===== config.mk =====
export PLATFORM = sky130hd
export DESIGN_NAME = circular_deque_engine_top
export DESIGN_NICKNAME = d
export VERILOG_FILES = /design/src/hw/rtl/cde_pkg.sv /design/src/hw/rtl/cde_ram.sv /design/src/hw/rtl/cde_dp.sv /design/src/hw/rtl/cde_ctrl.sv /design/src/hw/rtl/circular_deque_engine_top.sv
export VERILOG_INCLUDE_DIRS = /design/src /design/src/hw/rtl
export SDC_FILE = /design/constraint.sdc
export NUM_CORES = 1
export LEC_CHECK = 0
export BUFFER_PORTS_ARGS = -buffer_cell sky130_fd_sc_hd__buf_2
export CORE_MARGIN = 3
export CORE_UTILIZATION = 64
export CTS_BUF_LIST = sky130_fd_sc_hd__clkbuf_8
export DETAILED_ROUTE_END_ITERATION = 6
export HOLD_SLACK_MARGIN = 0.06
export PLACE_DENSITY = 0.91
export SLEW_MARGIN = 20
export SYNTH_ARGS = -nofsm -noshare
export SYNTH_HDL_FRONTEND = slang
export SYNTH_SLANG_ARGS = --single-unit

===== constraint.sdc =====
create_clock -name aclk -period 9.77 [get_ports aclk]
set_input_delay 1.954 -clock aclk [delete_from_list [all_inputs] [get_ports aclk]]
set_output_delay 1.954 -clock aclk [all_outputs]
set_load 0.05 [all_outputs]

===== src/hw/rtl/circular_deque_engine_top_macros.svh =====
// Assertion macros shared by the deque engine modules.
// Needs clock aclk and active-low reset aresetn in the module that uses them.
`ifndef CIRCULAR_DEQUE_ENGINE_TOP_MACROS_SVH
`define CIRCULAR_DEQUE_ENGINE_TOP_MACROS_SVH

// The consequent must hold in the same cycle as the antecedent.
`define CDE_ASSERT_NOW(label, ante, cons, msg) \
    label: assert property (@(posedge aclk) disable iff (!aresetn) (ante) |-> (cons)) \
        else $error(msg);

// The consequent must hold in the cycle after the antecedent.
`define CDE_ASSERT_NEXT(label, ante, cons, msg) \
    label: assert property (@(posedge aclk) disable iff (!aresetn) (ante) |=> (cons)) \
        else $error(msg);

`endif


===== src/hw/rtl/cde_pkg.sv =====
// Shared types and constants of the circular deque engine.
// No dependencies; used by the controller, the datapath and the top level.
package cde_pkg;

    localparam int DEPTH_DEF = 16;
    localparam int ITEM_W    = 32;
    localparam int FUNC_W    = 3;
    localparam int STATUS_W  = 2;

    // Command codes.
    localparam logic [FUNC_W-1:0] FUNC_PUSH_FRONT = 3'd0;
    localparam logic [FUNC_W-1:0] FUNC_PUSH_REAR  = 3'd1;
    localparam logic [FUNC_W-1:0] FUNC_POP_FRONT  = 3'd2;
    localparam logic [FUNC_W-1:0] FUNC_POP_REAR   = 3'd3;
    localparam logic [FUNC_W-1:0] FUNC_LIST       = 3'd4;

    // Result status codes.
    localparam logic [STATUS_W-1:0] STATUS_OK    = 2'd0;
    localparam logic [STATUS_W-1:0] STATUS_EMPTY = 2'd1;
    localparam logic [STATUS_W-1:0] STATUS_FULL  = 2'd2;

    // Ring address selection: offsets from the front pointer.
    localparam logic [2:0] ADDR_FRONT_DEC = 3'd0; // one slot before the front
    localparam logic [2:0] ADDR_REAR_FREE = 3'd1; // first free slot after the rear
    localparam logic [2:0] ADDR_FRONT     = 3'd2;
    localparam logic [2:0] ADDR_REAR      = 3'd3;
    localparam logic [2:0] ADDR_LIST      = 3'd4;

    typedef struct packed {
        logic                cap;
        logic                ram_wr;
        logic                ram_rd;
        logic [2:0]          addr_sel;
        logic                front_dec;
        logic                front_inc;
        logic                cnt_inc;
        logic                cnt_dec;
        logic                idx_clr;
        logic                idx_inc;
        logic                out_load;
        logic                out_from_ram;
        logic [STATUS_W-1:0] out_status;
        logic                out_last;
    } cde_cmd_t;

    typedef struct packed {
        logic [FUNC_W-1:0] func;
        logic              full;
        logic              empty;
        logic              idx_last;
        logic              out_free;
    } cde_stat_t;

endpackage


===== src/hw/rtl/cde_ram.sv =====
// Generic single-write, single-read RAM with a registered read port.
// No dependencies.
module cde_ram #(
    parameter int WIDTH = 32,
    parameter int DEPTH = 16
) (
    input  logic                     aclk,
    input  logic                     wr_en,
    input  logic [$clog2(DEPTH)-1:0] wr_addr,
    input  logic [WIDTH-1:0]         wr_data,
    input  logic                     rd_en,
    input  logic [$clog2(DEPTH)-1:0] rd_addr,
    output logic [WIDTH-1:0]         rd_data
);

    logic [WIDTH-1:0] mem_reg [DEPTH];
    logic [WIDTH-1:0] rd_data_reg;

    always_ff @(posedge aclk) begin
        if (wr_en) begin
            mem_reg[wr_addr] <= wr_data;
        end
        if (rd_en) begin
            rd_data_reg <= mem_reg[rd_addr];
        end
    end

    assign rd_data = rd_data_reg;

endmodule


===== src/hw/rtl/cde_dp.sv =====
// Datapath of the deque engine: command register, front pointer, item count,
// list index, ring RAM and the result register. Depends on cde_pkg and cde_ram.
`include "circular_deque_engine_top_macros.svh"

module cde_dp import cde_pkg::*; #(
    parameter int DEPTH = DEPTH_DEF
) (
    input  logic                aclk,
    input  logic                aresetn,
    input  cde_cmd_t            cmd,
    output cde_stat_t           stat,
    input  logic [FUNC_W-1:0]   in_func,
    input  logic [ITEM_W-1:0]   in_item,
    output logic                out_valid,
    input  logic                out_ready,
    output logic [ITEM_W-1:0]   out_value,
    output logic [STATUS_W-1:0] out_status,
    output logic                out_last
);

    localparam int PW = $clog2(DEPTH);
    localparam int CW = $clog2(DEPTH + 1);
    localparam int SW = CW + 1;

    logic [FUNC_W-1:0]   func_reg;
    logic [ITEM_W-1:0]   item_reg;
    logic [PW-1:0]       front_reg, front_next;
    logic [CW-1:0]       count_reg, count_next;
    logic [CW-1:0]       idx_reg, idx_next;
    logic                valid_reg, valid_next;
    logic [ITEM_W-1:0]   value_reg;
    logic [STATUS_W-1:0] status_reg;
    logic                last_reg;

    logic [CW-1:0]   offset;
    logic [SW-1:0]   sum;
    logic [SW-1:0]   wrapped;
    logic [PW-1:0]   ring_addr;
    logic [PW-1:0]   front_dec;
    logic [PW-1:0]   front_inc;
    logic [ITEM_W-1:0] rd_data;

    // Every ring address is the front pointer plus an offset below twice DEPTH.
    always_comb begin
        case (cmd.addr_sel)
            ADDR_FRONT_DEC: offset = CW'(DEPTH - 1);
            ADDR_REAR_FREE: offset = count_reg;
            ADDR_FRONT:     offset = '0;
            ADDR_REAR:      offset = count_reg - CW'(1);
            ADDR_LIST:      offset = idx_reg;
            default:        offset = '0;
        endcase
        sum       = SW'(front_reg) + SW'(offset);
        wrapped   = (sum >= SW'(DEPTH)) ? (sum - SW'(DEPTH)) : sum;
        ring_addr = wrapped[PW-1:0];
        front_dec = (front_reg == '0) ? PW'(DEPTH - 1) : (front_reg - PW'(1));
        front_inc = (front_reg == PW'(DEPTH - 1)) ? '0 : (front_reg + PW'(1));
    end

    cde_ram #(
        .WIDTH (ITEM_W),
        .DEPTH (DEPTH)
    ) u_ram (
        .aclk    (aclk),
        .wr_en   (cmd.ram_wr),
        .wr_addr (ring_addr),
        .wr_data (item_reg),
        .rd_en   (cmd.ram_rd),
        .rd_addr (ring_addr),
        .rd_data (rd_data)
    );

    always_comb begin
        front_next = front_reg;
        if (cmd.front_dec) begin
            front_next = front_dec;
        end else if (cmd.front_inc) begin
            front_next = front_inc;
        end

        count_next = count_reg;
        if (cmd.cnt_inc) begin
            count_next = count_reg + CW'(1);
        end else if (cmd.cnt_dec) begin
            count_next = count_reg - CW'(1);
        end

        idx_next = idx_reg;
        if (cmd.idx_clr) begin
            idx_next = '0;
        end else if (cmd.idx_inc) begin
            idx_next = idx_reg + CW'(1);
        end

        valid_next = valid_reg;
        if (cmd.out_load) begin
            valid_next = 1'b1;
        end else if (out_ready) begin
            valid_next = 1'b0;
        end
    end

    always_ff @(posedge aclk) begin
        if (!aresetn) begin
            front_reg <= '0;
            count_reg <= '0;
            idx_reg   <= '0;
            valid_reg <= 1'b0;
        end else begin
            front_reg <= front_next;
            count_reg <= count_next;
            idx_reg   <= idx_next;
            valid_reg <= valid_next;
        end
    end

    always_ff @(posedge aclk) begin
        if (cmd.cap) begin
            func_reg <= in_func;
            item_reg <= in_item;
        end
        if (cmd.out_load) begin
            value_reg  <= cmd.out_from_ram ? rd_data : '0;
            status_reg <= cmd.out_status;
            last_reg   <= cmd.out_last;
        end
    end

    assign stat.func     = func_reg;
    assign stat.full     = (count_reg == CW'(DEPTH));
    assign stat.empty    = (count_reg == '0);
    assign stat.idx_last = ((idx_reg + CW'(1)) == count_reg);
    assign stat.out_free = !valid_reg || out_ready;

    assign out_valid  = valid_reg;
    assign out_value  = value_reg;
    assign out_status = status_reg;
    assign out_last   = last_reg;

    `CDE_ASSERT_NOW(a_count_range, 1'b1, count_reg <= CW'(DEPTH), "item count above depth")
    `CDE_ASSERT_NOW(a_no_write_full, cmd.ram_wr, count_reg < CW'(DEPTH), "write into full ring")
    `CDE_ASSERT_NOW(a_no_pop_empty, cmd.cnt_dec, count_reg != '0, "pop from empty ring")

endmodule


===== src/hw/rtl/cde_ctrl.sv =====
// Controller state machine of the deque engine: sequences accept, ring access
// and result loading for each command. Depends on cde_pkg.
`include "circular_deque_engine_top_macros.svh"

module cde_ctrl import cde_pkg::*; (
    input  logic      aclk,
    input  logic      aresetn,
    input  logic      in_valid,
    output logic      in_ready,
    input  cde_stat_t stat,
    output cde_cmd_t  cmd
);

    localparam logic [2:0] ST_IDLE      = 3'd0;
    localparam logic [2:0] ST_DECODE    = 3'd1;
    localparam logic [2:0] ST_POP_WAIT  = 3'd2;
    localparam logic [2:0] ST_LIST_RD   = 3'd3;
    localparam logic [2:0] ST_LIST_WAIT = 3'd4;

    logic [2:0] state_reg, state_next;

    always_comb begin
        cmd        = '0;
        state_next = state_reg;
        in_ready   = 1'b0;

        case (state_reg)
            ST_IDLE: begin
                in_ready = 1'b1;
                cmd.cap  = in_valid;
                if (in_valid) begin
                    state_next = ST_DECODE;
                end
            end

            ST_DECODE: begin
                case (stat.func)
                    FUNC_PUSH_FRONT, FUNC_PUSH_REAR: begin
                        // A push finishes in this cycle, so it waits for the result slot.
                        if (stat.out_free) begin
                            cmd.out_load = 1'b1;
                            cmd.out_last = 1'b1;
                            if (stat.full) begin
                                cmd.out_status = STATUS_FULL;
                            end else begin
                                cmd.out_status = STATUS_OK;
                                cmd.ram_wr     = 1'b1;
                                cmd.cnt_inc    = 1'b1;
                                if (stat.func == FUNC_PUSH_FRONT) begin
                                    cmd.addr_sel  = ADDR_FRONT_DEC;
                                    cmd.front_dec = 1'b1;
                                end else begin
                                    cmd.addr_sel = ADDR_REAR_FREE;
                                end
                            end
                            state_next = ST_IDLE;
                        end
                    end
                    FUNC_POP_FRONT, FUNC_POP_REAR: begin
                        if (stat.empty) begin
                            if (stat.out_free) begin
                                cmd.out_load   = 1'b1;
                                cmd.out_last   = 1'b1;
                                cmd.out_status = STATUS_EMPTY;
                                state_next     = ST_IDLE;
                            end
                        end else begin
                            cmd.ram_rd  = 1'b1;
                            cmd.cnt_dec = 1'b1;
                            if (stat.func == FUNC_POP_FRONT) begin
                                cmd.addr_sel  = ADDR_FRONT;
                                cmd.front_inc = 1'b1;
                            end else begin
                                cmd.addr_sel = ADDR_REAR;
                            end
                            state_next = ST_POP_WAIT;
                        end
                    end
                    FUNC_LIST: begin
                        if (stat.empty) begin
                            if (stat.out_free) begin
                                cmd.out_load   = 1'b1;
                                cmd.out_last   = 1'b1;
                                cmd.out_status = STATUS_EMPTY;
                                state_next     = ST_IDLE;
                            end
                        end else begin
                            cmd.idx_clr = 1'b1;
                            state_next  = ST_LIST_RD;
                        end
                    end
                    default: begin
                        state_next = ST_IDLE;
                    end
                endcase
            end

            ST_POP_WAIT: begin
                // The RAM holds its read data until the result slot frees up.
                if (stat.out_free) begin
                    cmd.out_load     = 1'b1;
                    cmd.out_from_ram = 1'b1;
                    cmd.out_status   = STATUS_OK;
                    cmd.out_last     = 1'b1;
                    state_next       = ST_IDLE;
                end
            end

            ST_LIST_RD: begin
                cmd.ram_rd   = 1'b1;
                cmd.addr_sel = ADDR_LIST;
                state_next   = ST_LIST_WAIT;
            end

            ST_LIST_WAIT: begin
                if (stat.out_free) begin
                    cmd.out_load     = 1'b1;
                    cmd.out_from_ram = 1'b1;
                    cmd.out_status   = STATUS_OK;
                    cmd.out_last     = stat.idx_last;
                    if (stat.idx_last) begin
                        state_next = ST_IDLE;
                    end else begin
                        cmd.idx_inc = 1'b1;
                        state_next  = ST_LIST_RD;
                    end
                end
            end

            default: begin
                state_next = ST_IDLE;
            end
        endcase
    end

    always_ff @(posedge aclk) begin
        if (!aresetn) begin
            state_reg <= ST_IDLE;
        end else begin
            state_reg <= state_next;
        end
    end

    `CDE_ASSERT_NOW(a_load_when_free, cmd.out_load, stat.out_free, "result overwritten")
    `CDE_ASSERT_NEXT(a_cap_to_decode, cmd.cap, state_reg == ST_DECODE, "accepted item not decoded")
    `CDE_ASSERT_NOW(a_list_nonempty, state_reg == ST_LIST_RD, !stat.empty, "list walk on empty ring")

endmodule


===== src/hw/rtl/circular_deque_engine_top.sv =====
// Circular deque engine: a bounded double-ended queue of signed 32-bit items.
// Input channel s_*: s_tuser[2:0] = func (0 push front, 1 push rear,
// 2 pop front, 3 pop rear, 4 list all; 5..7 are ignored), s_tdata = item.
// Result channel m_*: m_tdata = value, m_tuser[1:0] = status (0 ok,
// 1 empty, 2 full and push dropped), m_tlast = last result of the command.
// Each command is taken one at a time; s_tready is high only while idle.
// A push loads its result in the decode state that follows acceptance; a
// pop first reads the ring RAM there and loads the read data in a wait state.
// A list of N items gives N results from front to rear: each item is one RAM
// read followed by one load of the result register, using the single read port.
// Empty and full cases give one result from the decode state; unknown codes none.
// When m_tready is low the result register holds and the controller waits
// before loading the next result, so no item is lost or repeated.
// Reset (aresetn low, synchronous) empties the queue and drops any pending
// result. The ring RAM itself is not cleared; only written entries are read.
// Depends on cde_pkg, cde_ctrl, cde_dp and cde_ram.
module circular_deque_engine_top import cde_pkg::*; #(
    parameter int DEPTH = DEPTH_DEF
) (
    input  logic        aclk,
    input  logic        aresetn,
    input  logic        s_tvalid,
    output logic        s_tready,
    input  logic [31:0] s_tdata,   // [31:0] item
    input  logic [2:0]  s_tuser,   // [2:0] func
    output logic        m_tvalid,
    input  logic        m_tready,
    output logic [31:0] m_tdata,   // [31:0] value
    output logic [1:0]  m_tuser,   // [1:0] status
    output logic        m_tlast
);

    cde_cmd_t  cmd;
    cde_stat_t stat;

    cde_ctrl u_ctrl (
        .aclk     (aclk),
        .aresetn  (aresetn),
        .in_valid (s_tvalid),
        .in_ready (s_tready),
        .stat     (stat),
        .cmd      (cmd)
    );

    cde_dp #(
        .DEPTH (DEPTH)
    ) u_dp (
        .aclk       (aclk),
        .aresetn    (aresetn),
        .cmd        (cmd),
        .stat       (stat),
        .in_func    (s_tuser),
        .in_item    (s_tdata),
        .out_valid  (m_tvalid),
        .out_ready  (m_tready),
        .out_value  (m_tdata),
        .out_status (m_tuser),
        .out_last   (m_tlast)
    );

endmodule


; After elaboration in Yosys (flattened, before gate mapping)
; Memory sizes are Yosys's and may differ from the RTL's. A register that Yosys moved wholly into a read port is not among the register bits.
; Cells that the tools add are included.
[classes]
order_cmp = 1
muxes = 58
n_reduce_logical = 15
n_eq_ne = 16
add_sub_neg = 7
n_bitwise = 1
[ops]
columns = cell, n
row1 = 2-to-1 mux 4 bit, 7
row2 = 2-to-1 mux 1 bit, 25
row3 = 2-to-1 mux 3 bit, 7
row4 = 2-to-1 mux 5 bit, 4
row5 = case mux 5 bit (4 select lines), 1
row6 = case mux 3 bit (3 select lines), 2
row7 = "== test 3 x 2 -> 1 bit, second input constant", 5
row8 = case mux 3 bit (5 select lines), 1
row9 = case mux 3 bit (2 select lines), 2
row10 = "adder 5 x 1 -> 5 bit, second input constant", 2
row11 = "== test 3 x 1 -> 1 bit, second input constant", 3
row12 = "== test 3 bit, second input constant", 3
row13 = zero test 3 bit, 3
row14 = 2-to-1 mux 2 bit, 4
row15 = case mux 4 bit (2 select lines), 1
row16 = "subtractor 4 x 1 -> 4 bit, second input constant", 2
row17 = adder 4 x 5 -> 6 bit, 1
row18 = "greater-or-equal comparator 6 x 5 -> 1 bit, second input constant", 1
row19 = 2-to-1 mux 6 bit, 1
row20 = nonzero test 2 bit, 3
row21 = OR reduction 2 bit, 3
row22 = == test 5 bit, 1
row23 = "== test 5 bit, second input constant", 1
row24 = zero test 5 bit, 1
row25 = other kinds (12), 14
[word_totals]
out_inout_bits = 37
in_bits = 39
memories = 1
elab_cells = 109
mem_bits_rw = 512
regBits = 88
[memory_table]
columns = memory, depth, width, read_ports, rd_ports_with_merged_regs, wr, line
row1 = u_dp.u_ram.mem_reg, 16, 32, 1, 1, 1, cde_ram.sv:16  ; logic [WIDTH-1:0] mem_reg [DEPTH];

; Depth between registers and ports, before layout
; Gate-level depths: netlist of the first run.
[depth]
depth_word = 11
ltp_mapped = 18
depth_no_buf = 14

; Modules after synthesis
; Synthesis of the first run repeated with hierarchy kept, for this count alone.
[hier_totals]
cells_unflattened = 1145
area_unflattened_um2 = 24075.6
[modules_own_cells]
columns = mod, area_each_um2, seq_area_each_um2, instances, cells_each
row1 = cde_ram, 20155.6, 16335.7, 1, 838
row2 = cde_dp, 3484.6, 2402.3, 1, 247
row3 = cde_ctrl, 435.4, 60.1, 1, 60

; Worst setup path after synthesis of the first run
; Ideal clock, no wire load.
[synth_timing]
kind = in2reg
start = input m_tready
end = memory u_dp.u_ram.mem_reg[10][0], enable pin
t_arrival_ps = 7084
t_required_ps = 9269
setup_ps = 501
n_path_buf = 1
stages = 9
path_slack_ps = 2184
cell_sequence = nand2b_1 a32o_1 o21ai_0 a221o_1 ha_1 fa_1 clkbuf_1 nand2_1 nor4_1
[synth_via]
elab_chain_cells = 9
word_cells_on_any_way = 18
classes_between = add/sub: 2 / order compare: 1 / eq/ne: 3 / mux: 10 / reduce/logical: 2
[synth_lines]
columns = element, line
row1 = start: declaration, circular_deque_engine_top.sv:27  ; input logic m_tready,
row2 = logical OR 1 bit *, cde_dp.sv:133  ; assign stat.out_free = !valid_reg || out_ready;
row3 = 2-to-1 mux 4 bit, cde_ctrl.sv:40  ; if (stat.out_free) begin
row4 = case mux 3 bit (2 select lines), cde_ctrl.sv:37  ; case (stat.func)
row5 = case mux 4 bit (2 select lines), cde_ctrl.sv:27  ; case (state_reg)
row6 = == test 3 bit (tied with other cells), cde_dp.sv:45  ; case (cmd.addr_sel)
row7 = case mux 5 bit (4 select lines), cde_dp.sv:45
row8 = adder 4 x 5 -> 6 bit, cde_dp.sv:53  ; sum = SW'(front_reg) + SW'(offset);
row9 = greater-or-equal comparator 6 x 5 -> 1 bit or subtractor 4 x 1 -> 4 bit (tied branches), cde_dp.sv:54  ; wrapped = (sum >= SW'(DEPTH)) ? (sum - SW'(DEPTH)) : sum;
row10 = 2-to-1 mux 4 bit, cde_dp.sv:54
row11 = end: declaration, cde_ram.sv:16
; Every way passes the cells marked *; elsewhere a longest branch is shown, timed or not.

; Worst setup path after layout of the first run
[layout_timing]
start = register u_dp.count_reg[0]
end = memory u_dp.u_ram.mem_reg[7][24], enable pin
[layout_via]
elab_chain_cells = 10
word_cells_on_any_way = 23
classes_between = add/sub: 3 / order compare: 1 / eq/ne: 4 / mux: 13 / reduce/logical: 2
[layout_lines]
columns = element, line
row1 = start: declaration, cde_dp.sv:28  ; logic [CW-1:0] count_reg, count_next;
row2 = start signal: assignment, cde_dp.sv:111  ; count_reg <= count_next;
row3 = == test 5 bit, cde_dp.sv:130  ; assign stat.full = (count_reg == CW'(DEPTH));
row4 = 2-to-1 mux 2 bit, cde_ctrl.sv:43  ; if (stat.full) begin
row5 = 2-to-1 mux 4 bit, cde_ctrl.sv:40
row6 = case mux 3 bit (2 select lines), cde_ctrl.sv:37
row7 = case mux 4 bit (2 select lines), cde_ctrl.sv:27
row8 = == test 3 bit (tied with other cells), cde_dp.sv:45
row9 = case mux 5 bit (4 select lines), cde_dp.sv:45
row10 = adder 4 x 5 -> 6 bit, cde_dp.sv:53
row11 = greater-or-equal comparator 6 x 5 -> 1 bit or subtractor 4 x 1 -> 4 bit (tied branches), cde_dp.sv:54
row12 = 2-to-1 mux 4 bit, cde_dp.sv:54
; Parallel ways exist; a longest one is shown, timed or not.

==> out/qor.txt, run 1 <==
Max reg flops: 512
Clock sinks: 632
Hold Crit Class: reg2reg
GRT Util Overall: 26.93%
Leading cell type in the layout, fill and taps excluded: edfxtp_1
Commonest cells after routing, fill and taps aside: edfxtp_1 (614), mux4_2 (128), mux2i_1 (98)
Placed Cells: 1693
Cts bufs inserted: 95
Grt ovf: 0
# fillers: 1907
Worst path cell trace: inv_1, ha_1, or4b_1, nand3_1, nand2_2, nor2_1, a221o_1, ha_4, fa_4, nand2_1, nor3_2, buf_4
Post-DP Area: 0.02552 sq mm
Residual DRC: 0
Drt first pass iters: 6
CP endpoint kind: flip-flop
Slew Limit Fails: 0
IO Pins: 76
Worst slew margin: 25.20%
Resized cells post-CTS: 0
Yosys cell types: 53
Fmax: 148.8 MHz
Register area: 0.01880 sq mm
Status: finished clean
CP max-delay cell: fa_4
I/O Buffers: 75
Worst vdd ir: 0.0001224 V
Synth Instances: 1143
Leakage: 9.415 nW
Post-DP HPWL: 27900 um
Max-cap violation count: 0
Initial antenna violation count: 3
CTS clock-pin slew for the worst setup and hold paths: 0.06 ns
Die H: 201.1 um
CP arrival: 7.00 ns
Setup TNS: 0 ns
EDFF count, synth: 614
CP Data Required Time: 10.05 ns
Vias in the first global route: 12960
WS Path Type: reg2reg
RSZ-0062 raised after global routing: false
Pin count of the biggest net entering global routing: 79
Clk Latency, worst-skew pair: 0.67 ns
Multi-input combinational cell area: 0.005472 sq mm
Post-Syn Area: 0.02437 sq mm
Register area share after synthesis: 77.15%
Synth warn: 0
Share of layout cells above drive strength 1: 28.13%
Met2 Use GR: 42.58%
Flop2flop setup slack: 3.05 ns
Area delta synth->final: 12.01%
Clk buf depth: 3
Crit start category: flip-flop
Final Setup Violations: 0
Tcrit/Tclk final: 68.79%
Syn_nets: 1193
Fin nets: 1337
Async SR Flop Fraction: 0%
Most used DFF post-synth: edfxtp_1
GP Congestion: 0.9200
CTS tree: yes
Die X: 201.1 um
Met3 usage: 6.520%
Non-Filler Instances: 1863
Final period demand of the worst path: 6.721 ns
Worst-path fanout max: 53
CP max stage delay: 1.35 ns
Global-route wire length before repair: 80510 um
Fin area: 0.02729 sq mm
Hold Fails Final Rpt: 0
Rows: 70
Starting Density: 65.77%
Initial drt markers: 1610
Pwr per Cell Area: 200.3 mW/mm^2
Clk Tree Root Cell: clkbuf_8
Routed WL per cell: 28.57 um
Core Box Area: 0.03705 sq mm
Worst slack, placed: 3.023 ns
CTS hold repair buffers: 0
Vias: 12210
Total wire length: 53220 um
Htree depth: 3
Final worst slack: 3.049 ns
Die ar.: 0.04045 sq mm
Vias per inst: 6.556
Post-CTS Setup Inserts: 0
Hold Slack: 0.5173 ns
Final ANT Viol Nets: 0
Busiest grt layer: met2
Yosys reg bits: 632
Avg Inst Size Synth: 21.32 sq um
Worst-Margin Slew: 1.118 ns
GRT met1 Usage: 36.46%
Clock Skews: 0.03970 ns
[cell families (layout without fill, tap and decap cells)]
kind of cell,count (synthesis),in the layout,share of synthesized area [%]
buf+inv,63,278,1.078
flops,632,632,77.15
fa+ha+maj,11,11,0.5956
other cells,0,1,0
simple gates,143,143,3.153
xor+xnor,19,19,0.7754
compound gates,49,49,1.397
mux,226,226,15.86
[layout make-up]
| class | instances | area share (%) |
|---|---|---|
| sequential | 632 | 68.88 |
| clock inverter | 72 | 1.513 |
| tap | 504 | 2.311 |
| clock buffer | 96 | 4.841 |
| antenna | 1 | 0.009169 |
| timing repair buffer | 103 | 2.306 |
| multi-input combinational | 448 | 20.05 |
| inverter | 7 | 0.09627 |
[metrics by stage]
stage | power [mW] | utilization, %
final | 5.466 | 73.67
after global routing | 5.643 | 73.66
after CTS | 5.491 | 73.56
after detailed placement | 3.496 | 68.88
after global placement | 3.477 | 68.80
after floorplan | 3.384 | -
[worst paths after layout]
kind,endpoint,depth (start not counted),start
setup reg to reg,u_dp.u_ram.mem_reg[7][24],12,u_dp.count_reg[0]
hold / removal,u_dp.out_value[6],1,u_dp.u_ram.rd_data[6]
hold reg to reg,u_dp.out_value[6],1,u_dp.u_ram.rd_data[6]
setup / recovery,u_dp.u_ram.mem_reg[7][24],12,u_dp.count_reg[0]
[cells in the mapped netlist, drive strengths merged (3+ instances only)]
master / count / area (sq um)
mux4: 128 / 2883
xnor2: 10 / 95.10
nor2: 26 / 97.59
a21o: 3 / 22.52
nand2b: 7 / 43.79
nor2b: 7 / 43.79
and2: 38 / 237.7
edfxtp: 614 / 18440
nand4: 4 / 25.02
o21ai: 12 / 60.06
xor2: 8 / 70.07
or3: 5 / 31.28
buf: 20 / 101.3
inv: 7 / 26.28
a21oi: 10 / 53.80
clkbuf: 36 / 135.1
nand3: 5 / 25.02
ha: 10 / 125.1
nor3: 20 / 100.1
dfxtp: 18 / 360.4
nor4: 5 / 31.28
mux2i: 98 / 980.9
a311oi: 3 / 26.28
nand2: 18 / 67.56
[worst max-delay path, delay by kind of cell (launching register included)]
family | cells | cell delay, ns
AO/OA/AOI/OAI | 1 | 0.33
adder cells (fa/ha/maj) | 3 | 1.75
buffers and inverters | 2 | 0.68
flip-flops | 1 | 0.50
AND/OR/NAND/NOR | 6 | 3.03
[per-layer routing]
metal	share of wire, %	wire (um)	vias to the layer above
met3	9.7	5155	150
met2	51	26930	842
met1	36	19210	6223
met5	0.077	41	-
li1	-	-	4992
met4	3.5	1887	6
[power by group]
group / internal, mW / total [mW] / switching, mW
registers: 3.02 / 3.07 / 0.0479
logic: 0.161 / 0.378 / 0.218
clock network: 1.00 / 2.02 / 1.02
(Power assumes the default switching activity.)
==> inputs of run 2 (changes only) <==
- CORE_UTILIZATION: 64 -> 58
- PLACE_DENSITY: 0.91 -> 0.87
- clock period: 9.77 -> 6.17 ns (I/O delays scaled with it)
==> out/qor.txt, run 2 (synthesized netlist as in run 1, its figures left out) <==
CP max-delay cell: fa_4
WS Path Type: reg2reg
Worst-Margin Slew: 1.062 ns
CP arrival: 5.56 ns
Final Setup Violations: 0
CTS clock-pin slew for the worst setup and hold paths: 0.06 ns
GRT Util Overall: 23.38%
Worst vdd ir: 0.0001644 V
Tcrit/Tclk final: 84.74%
Clk Tree Root Cell: clkbuf_8
Clk Latency, worst-skew pair: 0.67 ns
Residual DRC: 0
CP Buf/Inv Count: 2
Status: finished clean
CTS tree: yes
Leakage: 9.559 nW
Die X: 211.0 um
Die H: 211.0 um
RSZ-0062 raised after global routing: false
Hold Crit Class: reg2reg
Clk buf depth: 3
Global-route wire length before repair: 76990 um
Placed Cells: 1734
Cts bufs inserted: 97
Rows: 74
Initial drt markers: 1418
Htree depth: 3
I/O Buffers: 75
CP max stage delay: 0.76 ns
Starting Density: 59.14%
Post-CTS Setup Inserts: 0
Hold Fails Final Rpt: 0
Clock sinks: 632
Grt ovf: 0
CTS hold repair buffers: 0
Post-DP HPWL: 28000 um
Vias in the first global route: 12590
Worst slack, placed: 0.9883 ns
Final period demand of the worst path: 5.229 ns
Resized cells post-CTS: 0
Final worst slack: 0.9414 ns
Initial antenna violation count: 1
Pwr per Cell Area: 316.8 mW/mm^2
Fmax: 191.3 MHz
Area delta synth->final: 13.32%
Vias: 12010
Worst-path fanout max: 20
Most used cell along the critical path: or3_1
Diode count: 0
Non-Filler Instances: 1904
# fillers: 2339
Max reg flops: 512
Drt first pass iters: 5
Setup TNS: 0 ns
Leading cell type in the layout, fill and taps excluded: edfxtp_1
Max-cap violation count: 0
Fin nets: 1353
Crit start category: flip-flop
Core Box Area: 0.04120 sq mm
GP Congestion: 0.8776
Vias per inst: 6.309
Share of layout cells above drive strength 1: 28.50%
Slew Limit Fails: 0
CP endpoint kind: flip-flop
Routed WL per cell: 26.40 um
Final ANT Viol Nets: 0
IO Pins: 76
Worst slew margin: 28.88%
Total wire length: 50270 um
Worst path cell trace: inv_1, ha_1, or4b_1, nand3_1, or3_1, o21ai_0, fa_4, nand2b_1, or3_1, nor2_4, buf_12
Die ar.: 0.04451 sq mm
CP Data Required Time: 6.50 ns
Family with the most delay on the worst path: simple AND/OR/NAND/NOR gates
Pin count of the biggest net entering global routing: 129
Clock Skews: 0.03971 ns
Commonest cells after routing, fill and taps aside: edfxtp_1 (614), mux4_2 (128), clkbuf_8 (99)
==> run 2: through the flow <==
step	hold WS [ns]	total power, mW	utilization, %	instance area, sq um
2_1_floorplan	0.4967	5.361	-	24400
3_3_place_gp	0.5005	5.520	62.49	25750
3_5_place_dp	0.5050	5.548	62.49	25750
4_1_cts	0.5151	8.801	66.89	27560
5_1_grt	0.5446	9.063	67.02	27610
6_report	0.5090	8.749	67.02	27610
==> run 2: per-layer routing <==
metal,routed length [um],GRT usage [%]
met1,19260,32.17
met2,25280,37.90
met3,4471,5.287
met4,1260,8.083
met5,0,0
==> run 2: cell type report <==
type,count,area [sq um],share of cell area (%)
Clock inverter,69,450.4,1.631
Tap cell,532,665.6,2.411
Inverter,7,26.28,0.09515
Timing Repair Buffer,117,798.3,2.891
Sequential cell,632,18800,68.07
Multi-Input combinational cell,448,5513,19.96
Clock buffer,99,1363,4.934
==> run 2: final timing paths <==
path / cells past startpoint / endpoint / slack (ns) / start
setup / recovery: 11 / u_dp.u_ram.mem_reg[8][28] / 0.94 / u_dp.count_reg[0]
hold / removal: 1 / u_dp.out_value[6] / 0.51 / u_dp.u_ram.rd_data[6]
setup reg to reg: 11 / u_dp.u_ram.mem_reg[8][28] / 0.94 / u_dp.count_reg[0]
hold reg to reg: 1 / u_dp.out_value[6] / 0.51 / u_dp.u_ram.rd_data[6]
==> run 2: power by group <==
part           internal, mW  total (mW)  leakage, nW  switching, mW
logic                 0.269       0.612         2.83          0.343
clock network          1.74        3.28         1.02           1.54
registers              4.78        4.86         5.71         0.0734
